<file path="src/rtl/core/assert_macros.svh">
// Assertion macros used by the RTL module line_endpoint_extraction_top.
`ifndef ASSERT_MACROS_SVH
`define ASSERT_MACROS_SVH

// Checks that a condition holds at every clock edge outside reset.
`define ASSERT_ALWAYS(label, cond, msg) \
  label: assert property (@(posedge clk) disable iff (!rst_n) (cond)) else $error(msg);

// Checks that an antecedent in one cycle implies a consequent in the same cycle.
`define ASSERT_IMPLIES(label, ante, cons, msg) \
  label: assert property (@(posedge clk) disable iff (!rst_n) (ante) |-> (cons)) \
    else $error(msg);

// Checks that an antecedent in one cycle implies a consequent in the next cycle.
`define ASSERT_NEXT(label, ante, cons, msg) \
  label: assert property (@(posedge clk) disable iff (!rst_n) (ante) |=> (cons)) \
    else $error(msg);

`endif

</file>
<file path="src/rtl/core/lee_pkg.sv">
// Package with the beat types and constants of the line endpoint extraction block.
package lee_pkg;

  localparam int COORD_BITS  = 16;
  localparam int THRESH_BITS = 16;

  localparam logic [THRESH_BITS-1:0] THRESH_RESET = THRESH_BITS'(400);

  typedef logic [COORD_BITS-1:0] coord_t;

  typedef struct packed {
    coord_t point_row;
    coord_t point_col;
    logic   last_point;
  } point_t;

  typedef struct packed {
    coord_t first_end_row;
    coord_t first_end_col;
    coord_t second_end_row;
    coord_t second_end_col;
    logic   column_mode_used;
  } result_t;

endpackage

</file>
<file path="src/rtl/core/line_endpoint_extraction_top.sv">
// Line endpoint extraction: tracks run extremes and emits two endpoints per run.
//
//   Port group  Direction  Beat contents
//   in_         input      one edge point (row, column, last flag)
//   out_        output     two line endpoints and the column mode flag
//   cfg_        input      span threshold write, no read-back
//
// One point is accepted per cycle; the extremes are updated at the accepting edge.
// After a run's last point, fin_r is set, then its endpoints load into the output register.
// The result stage is the output register, so points keep flowing while it waits.
// A point is stalled only while a finished run waits for an output register that is full.
// Reset (rst_n low, synchronous) clears the run state and loads the threshold with 400.
`include "assert_macros.svh"

module line_endpoint_extraction_top (
  input  logic                                 clk,
  input  logic                                 rst_n,
  input  logic                                 in_valid,
  output logic                                 in_ready,
  input  lee_pkg::point_t                      in_data,
  output logic                                 out_valid,
  input  logic                                 out_ready,
  output lee_pkg::result_t                     out_data,
  input  logic                                 cfg_we,
  input  logic [lee_pkg::THRESH_BITS-1:0]      cfg_wdata
);

  logic                               awaiting_first_r, awaiting_first_nxt;
  logic                               fin_r, fin_nxt;
  logic                               out_valid_r, out_valid_nxt;
  lee_pkg::result_t                   out_data_r, out_data_nxt;
  logic [lee_pkg::THRESH_BITS-1:0]    thresh_r;

  lee_pkg::coord_t top_row_r, top_col_r, bottom_row_r, bottom_col_r;
  lee_pkg::coord_t left_row_r, left_col_r, right_row_r, right_col_r;
  lee_pkg::coord_t top_row_nxt, top_col_nxt, bottom_row_nxt, bottom_col_nxt;
  lee_pkg::coord_t left_row_nxt, left_col_nxt, right_row_nxt, right_col_nxt;

  logic            in_accept;
  logic            out_load;
  logic            res_load;
  lee_pkg::coord_t span;
  logic            col_mode;
  logic            use_left;
  logic            use_right;

  assign out_load  = !out_valid_r || out_ready;
  assign in_ready  = !fin_r || out_load;
  assign in_accept = in_valid && in_ready;
  assign res_load  = fin_r && out_load;

  assign out_valid = out_valid_r;
  assign out_data  = out_data_r;

  always_comb begin
    top_row_nxt        = top_row_r;
    top_col_nxt        = top_col_r;
    bottom_row_nxt     = bottom_row_r;
    bottom_col_nxt     = bottom_col_r;
    left_row_nxt       = left_row_r;
    left_col_nxt       = left_col_r;
    right_row_nxt      = right_row_r;
    right_col_nxt      = right_col_r;
    awaiting_first_nxt = awaiting_first_r;
    if (in_accept) begin
      awaiting_first_nxt = in_data.last_point;
      if (awaiting_first_r) begin
        top_row_nxt    = in_data.point_row;
        top_col_nxt    = in_data.point_col;
        bottom_row_nxt = in_data.point_row;
        bottom_col_nxt = in_data.point_col;
        left_row_nxt   = in_data.point_row;
        left_col_nxt   = in_data.point_col;
        right_row_nxt  = in_data.point_row;
        right_col_nxt  = in_data.point_col;
      end else begin
        if (in_data.point_row < top_row_r) begin
          top_row_nxt = in_data.point_row;
          top_col_nxt = in_data.point_col;
        end
        if (in_data.point_row > bottom_row_r) begin
          bottom_row_nxt = in_data.point_row;
          bottom_col_nxt = in_data.point_col;
        end
        if (in_data.point_col < left_col_r) begin
          left_row_nxt = in_data.point_row;
          left_col_nxt = in_data.point_col;
        end
        if (in_data.point_col > right_col_r) begin
          right_row_nxt = in_data.point_row;
          right_col_nxt = in_data.point_col;
        end
      end
    end
  end

  // The span cannot wrap because the bottom row never lies above the top row.
  assign span      = bottom_row_r - top_row_r;
  assign col_mode  = lee_pkg::THRESH_BITS'(span) < thresh_r;
  assign use_left  = col_mode && (left_col_r < top_col_r);
  assign use_right = col_mode && (right_col_r > bottom_col_r);

  always_comb begin
    out_data_nxt                  = out_data_r;
    out_data_nxt.first_end_row    = use_left  ? left_row_r  : top_row_r;
    out_data_nxt.first_end_col    = use_left  ? left_col_r  : top_col_r;
    out_data_nxt.second_end_row   = use_right ? right_row_r : bottom_row_r;
    out_data_nxt.second_end_col   = use_right ? right_col_r : bottom_col_r;
    out_data_nxt.column_mode_used = col_mode;
  end

  always_comb begin
    fin_nxt = fin_r;
    if (in_accept) begin
      fin_nxt = in_data.last_point;
    end else if (res_load) begin
      fin_nxt = 1'b0;
    end
    out_valid_nxt = out_valid_r;
    if (res_load) begin
      out_valid_nxt = 1'b1;
    end else if (out_ready) begin
      out_valid_nxt = 1'b0;
    end
  end

  always_ff @(posedge clk) begin
    if (!rst_n) begin
      awaiting_first_r <= 1'b1;
      fin_r            <= 1'b0;
      out_valid_r      <= 1'b0;
      thresh_r         <= lee_pkg::THRESH_RESET;
      top_row_r        <= '0;
      top_col_r        <= '0;
      bottom_row_r     <= '0;
      bottom_col_r     <= '0;
      left_row_r       <= '0;
      left_col_r       <= '0;
      right_row_r      <= '0;
      right_col_r      <= '0;
    end else begin
      awaiting_first_r <= awaiting_first_nxt;
      fin_r            <= fin_nxt;
      out_valid_r      <= out_valid_nxt;
      if (cfg_we) begin
        thresh_r <= cfg_wdata;
      end
      top_row_r        <= top_row_nxt;
      top_col_r        <= top_col_nxt;
      bottom_row_r     <= bottom_row_nxt;
      bottom_col_r     <= bottom_col_nxt;
      left_row_r       <= left_row_nxt;
      left_col_r       <= left_col_nxt;
      right_row_r      <= right_row_nxt;
      right_col_r      <= right_col_nxt;
    end
  end

  always_ff @(posedge clk) begin
    if (res_load) begin
      out_data_r <= out_data_nxt;
    end
  end

  `ASSERT_IMPLIES(a_fin_opens_run, fin_r, awaiting_first_r,
    "A finished run is pending but the next point would not open a new run.")
  `ASSERT_ALWAYS(a_row_order, top_row_r <= bottom_row_r,
    "The kept top row lies below the kept bottom row.")
  `ASSERT_IMPLIES(a_stall_on_full, fin_r && out_valid_r && !out_ready, !in_ready,
    "A point can be accepted while a finished run has no room in the output register.")
  `ASSERT_NEXT(a_last_sets_fin, in_accept && in_data.last_point, fin_r || out_valid_r,
    "The last point of a run did not lead to a pending or presented result.")

endmodule
</file>
<file path="config.mk">
export PLATFORM = sky130hd
export DESIGN_NAME = line_endpoint_extraction_top
export DESIGN_NICKNAME = d
export VERILOG_FILES = /design/src/rtl/core/lee_pkg.sv /design/src/rtl/core/line_endpoint_extraction_top.sv
export VERILOG_INCLUDE_DIRS = /design/src /design/src/rtl/core
export SDC_FILE = /design/constraint.sdc
export NUM_CORES = 1
export LEC_CHECK = 0
export ABC_AREA = 1
export BUFFER_PORTS_ARGS = -buffer_cell sky130_fd_sc_hd__clkbuf_2
export CAP_MARGIN = 10
export CORE_ASPECT_RATIO = 1.1
export CORE_MARGIN = 2
export CORE_UTILIZATION = 60
export CTS_CLUSTER_SIZE = 28
export DETAILED_ROUTE_END_ITERATION = 8
export PLACE_DENSITY_LB_ADDON = 0.05
export SKIP_CTS_REPAIR_TIMING = 1
export SYNTH_ARGS = -nofsm -noshare
export SYNTH_HDL_FRONTEND = slang
export SYNTH_SLANG_ARGS = --single-unit
</file>
<file path="constraint.sdc">
create_clock -name clk -period 4.9 [get_ports clk]
set_input_delay 0 -clock clk [delete_from_list [all_inputs] [get_ports clk]]
set_output_delay 0 -clock clk [all_outputs]
set_load 0.05 [all_outputs]
</file>
==> results of run 1 <==
-- state kept, by name, summed over array words and instances (netlist names), 16 cells and up --
name          flops
bottom_col_r     16
bottom_row_r     16
left_col_r       16
left_row_r       16
out_data         65
right_col_r      16
right_row_r      16
thresh_r         16
top_col_r        16
top_row_r        16
-- path summary, 6_finish.rpt --
check / from / slack, ps / to
setup reg to reg: bottom_row_r[0] / 860 / out_data[61]
hold reg to reg: thresh_r[9] / 470 / thresh_r[9]
setup / recovery: bottom_row_r[0] / 860 / out_data[61]
hold / removal: in_data[7] / -50 / bottom_col_r[6]
-- final cells by class --
| cell class | instances | share of cell area (%) |
|---|---|---|
| Clock buffer | 33 | 4.70 |
| Multi-Input combinational cell | 1177 | 44.4 |
| Sequential cell | 212 | 34.7 |
| Clock inverter | 7 | 0.435 |
| Tap cell | 256 | 2.27 |
| Inverter | 189 | 5.06 |
| Timing Repair Buffer | 180 | 8.44 |
-- cell usage in the layout, fill, tap and decap left out, types with 8 or more instances in the layout --
cell type and instances:
a21oi_1 205, buf_4 10, clkbuf_16 23, clkbuf_2 119, dfxtp_1 147, dlygate4sd3_1 50
edfxtp_1 65, ha_1 123, inv_1 183, nand2_1 417, nand3_1 143, nand4_1 8
nor2_1 164, nor3_1 8, o21ai_0 50, o21ai_1 15, xor2_1 11
-- worst register-to-register path, stage by stage (launching register included) --
cell and delay, ps:
dfxtp_1 370, inv_1 60, ha_1 210, fa_1 430, o21ai_2 240, a21oi_1 140, o21ai_1 200, nand2_1 90
nand2_1 80, xor2_1 170, ha_1 250, nand2_1 70, o21ai_0 100, nand2_1 70, nand3_1 60, inv_1 80
nand2_2 270, nor2_4 780, nand2_1 160, nand2_1 100
-- stage by stage --
step	total power [mW]	utilization, %	std cells	cell area, µm²
2_1_floorplan	3.27	-	1663	12400
3_3_place_gp	3.61	63.2	1964	12900
3_5_place_dp	3.64	63.2	1964	12900
4_1_cts	5.33	66.8	2004	13600
5_1_grt	5.64	69.3	2054	14100
6_report	5.34	69.3	2054	14100
-- cells by family (layout without fill, tap and decap cells) --
family | count (synthesis) | count (layout) | share of synthesized area, %
AO/OA/AOI/OAI | 285 | 285 | 11.9
buffers and inverters | 274 | 409 | 9.88
XOR/XNOR | 15 | 15 | 1.06
AND/OR/NAND/NOR | 753 | 753 | 25.0
flip-flops | 212 | 212 | 39.6
adder cells (fa/ha/maj) | 124 | 124 | 12.6
-- power by group --
| part | internal [mW] | switching (mW) |
|---|---|---|
| clock | 0.988 | 0.702 |
| sequential | 1.99 | 0.0995 |
| combinational | 0.510 | 1.06 |
| total | 3.48 | 1.86 |
-- per-layer routing --
metal	share of wire [%]	wire length, µm	vias to the layer above
li1	-	-	5658
met1	44	14100	5169
met2	48	15500	337
met3	5.4	1740	62
met4	2.5	816	0
met5	0	0	-
==> results.toml, run 1 <==
[global_routing]
globalRouteMet2Util_pct = 48.5
grt_antenna_before_repair = 0
grt_max_degree = 156
use_met3_pct = 2.94
grt.busiest_layer = "met2"
grtUsageMet1_pct = 38.1
grt_overflow = 0
grt_use_total_pct = 28.3
first_global_vias = 9874
grt_pass1_wl_mm = 49.9

[run]
max_cap_violations = 0

[synth]
synth_edf_count = 65
synth.cell_area_mm2 = 0.0124
async_flop_share_pct = 0
netlist_top_cells_count = "nand2_1 (417), a21oi_1 (206), inv_1 (183)"
yosysMostFrequentCell = "nand2_1"
synth_nets = 1841
yosysTopAreaCell = "dfxtp_1"
ys_types = 40
yosysTopAreaCellShare_pct = 23.8
yosysWarnings = 0
ys_seq_elements = 212
ys_top_cells_by_area = "dfxtp_1 (24%), edfxtp_1 (16%), nand2_1 (13%), ha_1 (12%), a21oi_1 (8.3%)"
ys_seq_area_share_pct = 39.6
avgSynthCellArea_um2 = 7.44
ys.flop_type = "dfxtp_1"
synth_cells = 1663

[cells_and_area]
register_area_mm2 = 0.00489
diodes = 0
syn_to_final_growth_pct = 14.1
layout.nets = 1961
multi_input_area_mm2 = 0.00626
layout-drive-gt1-share_pct = 10.0
nFillCells = 1752

[detailed_routing]
drc = 0
drtIter0Drc = 659
wl_per_cell_um = 15.7
firstDrtPassIters = 5
vias_per_cell = 5.47
wl_mm = 32.2
vias = 11200
ant_nets = 0

[hold_path]
min_path_type = "input pin to register"
hold_depth = 5

[sta]
final_max_slew_viol_count = 0
clock.fmax_mhz = 248
hold_viol_final = 19
slew-limit-headroom_pct = 26.9
whs_ps = -49.9
setup_viol = 0
finalWorstSetupSlack_ps = 864
clock_skew_ps = 15.7
tightest_slew_ps = 1100
setup_tns_ps = 0
period_needed_ps = 4040
finalCritPeriodShare_pct = 82.4
rsz0062_at_grt = "false"

[floorplanning]
initial_core_util_pct = 60.7
row_count = 55
dieArea_mm2 = 0.0218
die_h_um = 155
die_w_um = 141
core_mm2 = 0.0204
io_pins = 121

[critical_path]
path_buf_inv = 2
worstSetupPathType = "register to register"
required_ps = 5280
cp_slowest_cell = "nor2_4"
cp.depth = 19
critPathMaxStageDelay_ps = 780
critical_path.cell_chain = "inv_1, ha_1, fa_1, o21ai_2, a21oi_1, o21ai_1, nand2_1, nand2_1, xor2_1, ha_1, nand2_1, o21ai_0, nand2_1, nand3_1, inv_1, nand2_2, nor2_4, nand2_1, nand2_1"
critical_path.top_delay_family = "simple AND/OR/NAND/NOR gates"
reg2reg_depth = 19
end_kind = "register"
startpoint_type = "register"
cpMostUsedCell = "nand2_1"
cp_max_fo = 32
cp_data_arrival_time_ps = 4410

[power_and_ir_drop]
leakage_nw = 6.92
power_density_mw_per_mm2 = 379
ir_worst_vdd_uv = 275

[run_status]
status = "finished with violations"
violations = "hold timing"

[placed_design]
gp_congestion = 0.944
portBuffers = 120
dp_slack_ps = 899
place_hpwl_mm = 21.3

[clock_tree]
tritoncts = "built"
clk_path_buf_depth = 3
clk_latency_ps = 510
cts_sinks = 212
cts_made_buffers = 23
htree_levels = 1
clkSlewWorstSetupHoldPaths_ps = 60
cts-root-buf = "clkbuf_16"
No activity file was read; power rests on OpenSTA's default activity.
==> inputs of run 2 (changes only) <==
--- a/config.mk
+++ b/config.mk
@@ -11,7 +11,7 @@
 export CAP_MARGIN = 10
 export CORE_ASPECT_RATIO = 1.1
 export CORE_MARGIN = 2
-export CORE_UTILIZATION = 60
+export CORE_UTILIZATION = 54
 export CTS_CLUSTER_SIZE = 28
 export DETAILED_ROUTE_END_ITERATION = 8
 export PLACE_DENSITY_LB_ADDON = 0.05
==> constraint.sdc (replaced) <==
create_clock -name clk -period 3.3 [get_ports clk]
set_input_delay 0 -clock clk [delete_from_list [all_inputs] [get_ports clk]]
set_output_delay 0 -clock clk [all_outputs]
set_load 0.05 [all_outputs]
==> run 2 against run 1 <==
  * The run still ends with hold timing left
  * Flip-flop and latch count is the same
  * Via count grew 2.9%
  * Wire length grew 6.2%
  * Worst setup slack lost 850 ps
  * Die area grew 11%
  * Non-clock buffer count grew 77
  * Sequential share of layout area shrank 2.8 points
  * Final cell count grew 6.2%
  * First-iteration DRC count grew 4.9%
  * Clock power grew 61%
  * Utilization shrank 1.7 points
  * Critical path type unchanged
  * Highest routed layer unchanged
==> results.toml, run 2 (same netlist as run 1, synthesis figures left out) <==
[clock_tree]
htree_levels = 1
cts-root-buf = "clkbuf_16"
clkSlewWorstSetupHoldPaths_ps = 60
clk_path_buf_depth = 3
cts_made_buffers = 25
cts_sinks = 212
tritoncts = "built"
clk_latency_ps = 520

[critical_path]
required_ps = 3570
end_kind = "register"
reg2reg_from = "top_row_r[9]"
reg2reg_depth = 18
cp_max_fo = 8
worstSetupPathType = "register to register"
worstSetupStartpoint = "top_row_r[9]"
reg2reg_slack_ps = 10
worst_r2r_endpoint = "out_data[44]"
cp_data_arrival_time_ps = 3560
startpoint_type = "register"
crit_end = "out_data[44]"

[placed_design]
gp_congestion = 0.882
portBuffers = 120
place_hpwl_mm = 23.1
dp.cells = 2070
dp_slack_ps = -221

[cells_and_area]
final_common_cell = "nand2_1"
final_cell_mix = "nand2_1 (355), a21oi_1 (196), inv_1 (180), nor2_1 (163), dfxtp_1 (146)"
largest_register_ffs = 65
layout-drive-gt1-share_pct = 18.6
stdcell_count = 2182
syn_to_final_growth_pct = 24.1
register_area_mm2 = 0.00490
diodes = 0
layout.nets = 2041
multi_input_area_mm2 = 0.00661
finalCoreUtilization_pct = 67.6
nFillCells = 1999

[floorplanning]
row_count = 58
die_h_um = 163
dieArea_mm2 = 0.0241
io_pins = 121
initial_core_util_pct = 54.5
core_mm2 = 0.0227
die_w_um = 148

[sta]
hold_viol_final = 29
tightest_slew_ps = 1040
period_needed_ps = 3290
setup_viol = 0
slew-limit-headroom_pct = 30.4
final_max_slew_viol_count = 0
finalCritPeriodShare_pct = 99.6
clock.fmax_mhz = 304
whs_ps = -25.5
rsz0062_at_grt = "true"
clock_skew_ps = 10.5
finalWorstSetupSlack_ps = 12.7

[detailed_routing]
vias = 11500
drc = 0
wl_per_cell_um = 15.7
vias_per_cell = 5.29
wl_mm = 34.2
drtIter0Drc = 691
firstDrtPassIters = 6
ant_nets = 0

[hold_path]
min_path_type = "input pin to register"

[run_status]
status = "finished with violations"
violations = "hold timing"

[power_and_ir_drop]
ir_worst_vdd_uv = 431
p_sw_mw = 3.10
p_clk_share_pct = 30.5
p_seq_share_pct = 34.7
leakage_nw = 7.49
swShare_pct = 34.8
power_density_mw_per_mm2 = 581
pwr-share-comb_pct = 34.8
internal_power_mw = 5.82

[global_routing]
grt_pass1_wl_mm = 51.9
grt_use_total_pct = 26.7
grt.busiest_layer = "met2"
globalRouteMet2Util_pct = 49.6
use_met3_pct = 3.75
grt_max_degree = 82
grt_overflow = 0
grt_antenna_before_repair = 0
grtUsageMet1_pct = 31.7
first_global_vias = 10500

[run]
max_cap_violations = 0
-- run 2: worst min path at each step --
stage	startpoint	cells past startpoint	slack, ps	endpoint
floorplan	cfg_we	1	110	thresh_r[4]
global placement	cfg_wdata[8]	3	210	thresh_r[8]
detailed placement	cfg_wdata[7]	3	220	thresh_r[7]
CTS	cfg_wdata[8]	3	-310	thresh_r[8]
global route	in_data[23]	5	0.5	bottom_row_r[6]
finish	in_data[6]	5	-30	left_col_r[5]
-- run 2: layout make-up --
type	instances	share of cell area, %
flip-flops and latches	212	31.9
inverters	189	4.66
repair buffers	257	12.7
multi-input cells	1178	43.1
well taps	300	2.45
clock buffers	37	4.57
clock inverters	9	0.660
-- run 2: metrics by stage --
stage,TNS [ps],total power [mW],instance area [µm²]
floorplan,0,4.85,12400
global placement,-3930,5.51,13500
detailed placement,-6070,5.55,13500
CTS,-6990,8.28,14300
global route,-7600,9.43,15300
finish,0,8.92,15300
-- run 2: power groups by stage --
stage | Sequential (mW) | Clock [mW] | Combinational, mW
2_1_floorplan | 3.26 | 0 | 1.60
3_3_place_gp | 3.14 | 0 | 2.37
3_5_place_dp | 3.14 | 0 | 2.42
4_1_cts | 3.08 | 2.77 | 2.43
5_1_grt | 3.12 | 2.88 | 3.43
6_report | 3.10 | 2.72 | 3.11
-- run 2: critical path, cell delays in order, from the launching register on --
cell       delay (ps)
dfxtp_1           330
inv_1              80
ha_1              320
buf_4             150
nand2_1            70
o21ai_0            90
a211oi_1          300
o21ai_1           120
xor2_1            160
ha_1              290
nand2_2            80
nor4_4            290
nand2_2           110
nand2_4           150
buf_6             120
nor2_4             50
clkbuf_16         200
nand2_1            60
nand2_1            60
-- run 2: layer usage --
| metal | routed length, µm | up-vias |
|---|---|---|
| met5 | 0 | - |
| met4 | 1020 | 0 |
| met3 | 1550 | 68 |
| met2 | 17800 | 310 |
| met1 | 13900 | 5331 |
| li1 | - | 5837 |
==> inputs of run 3 (changes only) <==
--- a/config.mk
+++ b/config.mk
@@ -6,12 +6,12 @@
 export SDC_FILE = /design/constraint.sdc
 export NUM_CORES = 1
 export LEC_CHECK = 0
-export ABC_AREA = 1
+export ABC_AREA = 0
 export BUFFER_PORTS_ARGS = -buffer_cell sky130_fd_sc_hd__clkbuf_2
 export CAP_MARGIN = 10
 export CORE_ASPECT_RATIO = 1.1
 export CORE_MARGIN = 2
-export CORE_UTILIZATION = 54
+export CORE_UTILIZATION = 60
 export CTS_CLUSTER_SIZE = 28
 export DETAILED_ROUTE_END_ITERATION = 8
 export PLACE_DENSITY_LB_ADDON = 0.05
==> constraint.sdc (replaced) <==
create_clock -name clk -period 3.22 [get_ports clk]
set_input_delay 0 -clock clk [delete_from_list [all_inputs] [get_ports clk]]
set_output_delay 0 -clock clk [all_outputs]
set_load 0.05 [all_outputs]
==> run 3 against run 2 <==
  * The run ends with hold timing, setup timing left
  * Global-route usage is 0.75 points higher
  * Clock skew up 3.2 ps
  * Sequential power barely moved
  * Worst hold slack worse by 4.3 ps
  * Sequential share of layout area grew 0.71 points
  * Non-clock buffer count up 33
  * Register-to-register slack worse by 980 ps
  * Die area shrank 15%
  * Maximum frequency shrank 21%
  * Critical path depth rose by 2
  * Flip-flop and latch count is the same
  * Largest power group is now registers
==> results.toml, run 3 <==
[run_status]
status = "finished with violations"
violations = "hold timing, setup timing"

[floorplanning]
die_w_um = 137
die_h_um = 150
core_mm2 = 0.0191
io_pins = 121
row_count = 53
dieArea_mm2 = 0.0206
initial_core_util_pct = 61.2

[sta]
hold_viol_final = 11
setup_viol = 65
slew-limit-headroom_pct = 45.7
finalWorstSetupSlack_ps = -963
tightest_slew_ps = 794
clock_skew_ps = 13.8
finalCritPeriodShare_pct = 130
clock.fmax_mhz = 239
whs_ps = -29.8
final_max_slew_viol_count = 0
rsz0062_at_grt = "true"
period_needed_ps = 4180

[synth]
synth_edf_count = 65
yosysWarnings = 0
ys_seq_area_share_pct = 41.9
async_flop_share_pct = 0
yosysTopAreaCell = "dfxtp_1"
ys_seq_elements = 212
synth_nets = 1318
ys.flop_type = "dfxtp_1"
ys_top_cells_by_area = "dfxtp_1 (25%), edfxtp_1 (17%), mux2i_1 (15%), ha_1 (13%), nor2b_1 (4.4%)"
avgSynthCellArea_um2 = 10.3
netlist_top_cells_count = "mux2i_1 (171), dfxtp_1 (147), nand2_1 (128)"
ys_types = 53
synth.cell_area_mm2 = 0.0117
synth_cells = 1140
yosysMostFrequentCell = "mux2i_1"
yosysTopAreaCellShare_pct = 25.2

[clock_tree]
clk_latency_ps = 520
cts_made_buffers = 24
htree_levels = 1
cts_sinks = 212
cts-root-buf = "clkbuf_16"
tritoncts = "built"
clkSlewWorstSetupHoldPaths_ps = 60
clk_path_buf_depth = 3

[power_and_ir_drop]
internal_power_mw = 5.96
p_sw_mw = 2.61
ir_worst_vdd_uv = 482
leakage_nw = 6.73
p_clk_share_pct = 31.3
pwr-share-comb_pct = 32.7
power_density_mw_per_mm2 = 571
swShare_pct = 30.4
p_total_mw = 8.57
p_seq_share_pct = 36.0

[cells_and_area]
diodes = 0
syn_to_final_growth_pct = 28.6
finalCoreUtilization_pct = 78.7
nFillCells = 1286
final_cell_mix = "mux2i_1 (167), dfxtp_1 (142), nand2_1 (128), inv_1 (124), clkbuf_2 (119)"
largest_register_ffs = 65
layout.nets = 1591
final_common_cell = "mux2i_1"
layout-drive-gt1-share_pct = 23.3

[run]
max_cap_violations = 0

[detailed_routing]
vias = 9059
drc = 0
firstDrtPassIters = 5
wl_mm = 29.6
wl_per_cell_um = 17.7
ant_nets = 0
drtIter0Drc = 413
vias_per_cell = 5.40

[critical_path]
required_ps = 3480
worstSetupPathType = "register to register"
cp_max_fo = 8
startpoint_type = "register"
end_kind = "register"
reg2reg_from = "bottom_row_r[0]"
reg2reg_depth = 20
cp_data_arrival_time_ps = 4440
reg2reg_slack_ps = -960
worst_r2r_endpoint = "out_data[56]"

[global_routing]
grt_pass1_wl_mm = 44.3
grt_max_degree = 89
grt_use_total_pct = 27.4
grt_overflow = 0
first_global_vias = 8951
use_met3_pct = 3.16
grt_antenna_before_repair = 0
grtUsageMet1_pct = 32.3
globalRouteMet2Util_pct = 50.6
grt.busiest_layer = "met2"

[hold_path]
hold_depth = 3
hold_end = "bottom_row_r[12]"
min_path_type = "input pin to register"
hp-start = "rst_n"

[placed_design]
portBuffers = 120
place_hpwl_mm = 20.7
gp_congestion = 0.824
[run 3: cell types whose count changed after synthesis, moves of 14 or more]
cell and change:
a21oi_1 -161, buf_2 -24, inv_1 -56, mux2_1 +30, mux2i_1 +171, nand2_1 -289
nand3_1 -129, nor2_1 -147, nor2b_1 +82, o21ai_0 -27, o21ai_1 -14
[run 3: kinds of logic after synthesis]
kind of cell / after synthesis / share of synthesized area [%]
fa+ha+maj: 124 / 13.3
buf+inv: 170 / 6.29
compound gates: 129 / 7.41
xor+xnor: 13 / 0.974
mux: 205 / 17.9
flops: 212 / 41.9
simple gates: 287 / 12.2
[run 3: through the flow]
step	cell area [µm²]	instances	setup slack [ps]	TNS, ps
2_1_floorplan	11900	1140	-580	-28440
3_3_place_gp	13400	1567	-900	-51990
3_5_place_dp	13400	1567	-1000	-59170
4_1_cts	14200	1611	-1030	-61270
5_1_grt	15000	1678	-1140	-68610
6_report	15000	1678	-963	-57110
[run 3: how the worst max path moves through the flow]
stage | startpoint | endpoint | slack (ps) | depth (start not counted)
CTS | top_row_r[0] | out_data[51] | -1030 | 17
floorplan | bottom_row_r[0] | out_data[1] | -580 | 17
finish | bottom_row_r[0] | out_data[56] | -960 | 20
global route | bottom_row_r[0] | out_data[13] | -1140 | 20
global placement | top_row_r[0] | out_data[53] | -900 | 17
detailed placement | top_row_r[0] | out_data[51] | -1000 | 17
[run 3: cell type report]
class	count	area (µm²)	area share, %
clock buffers	37	711	4.73
flip-flops and latches	212	4900	32.6
multi-input cells	758	6380	42.5
well taps	247	309	2.06
inverters	127	477	3.17
clock inverters	7	63.8	0.425
repair buffers	290	2180	14.5
[run 3: metal layers]
layer	up-vias	share of wire, %
li1	4514	-
met1	4294	41
met2	194	52
met3	57	3.8
met4	0	3.1
met5	-	0
[run 3: power by group through the flow]
| stage | Clock (mW) | Combinational [mW] | Sequential [mW] |
|---|---|---|---|
| detailed placement | 0 | 2.42 | 3.13 |
| floorplan | 0 | 1.56 | 3.24 |
| CTS | 2.72 | 2.44 | 3.08 |
| finish | 2.68 | 2.81 | 3.08 |
| global route | 2.83 | 3.03 | 3.10 |
| global placement | 0 | 2.36 | 3.13 |
[run 3: critical path, stage by stage, from the launching register on]
cell	delay [ps]
dfxtp_2	330
inv_2	40
ha_4	150
fa_2	340
nand2b_4	150
a21oi_2	120
o21a_1	140
o211ai_1	190
buf_4	210
a211o_1	260
nand3_2	90
ha_4	200
nand4_1	120
inv_2	60
a2111oi_4	400
o21ai_4	140
buf_6	140
nor3_4	210
buf_6	160
buf_12	140
mux2_4	300
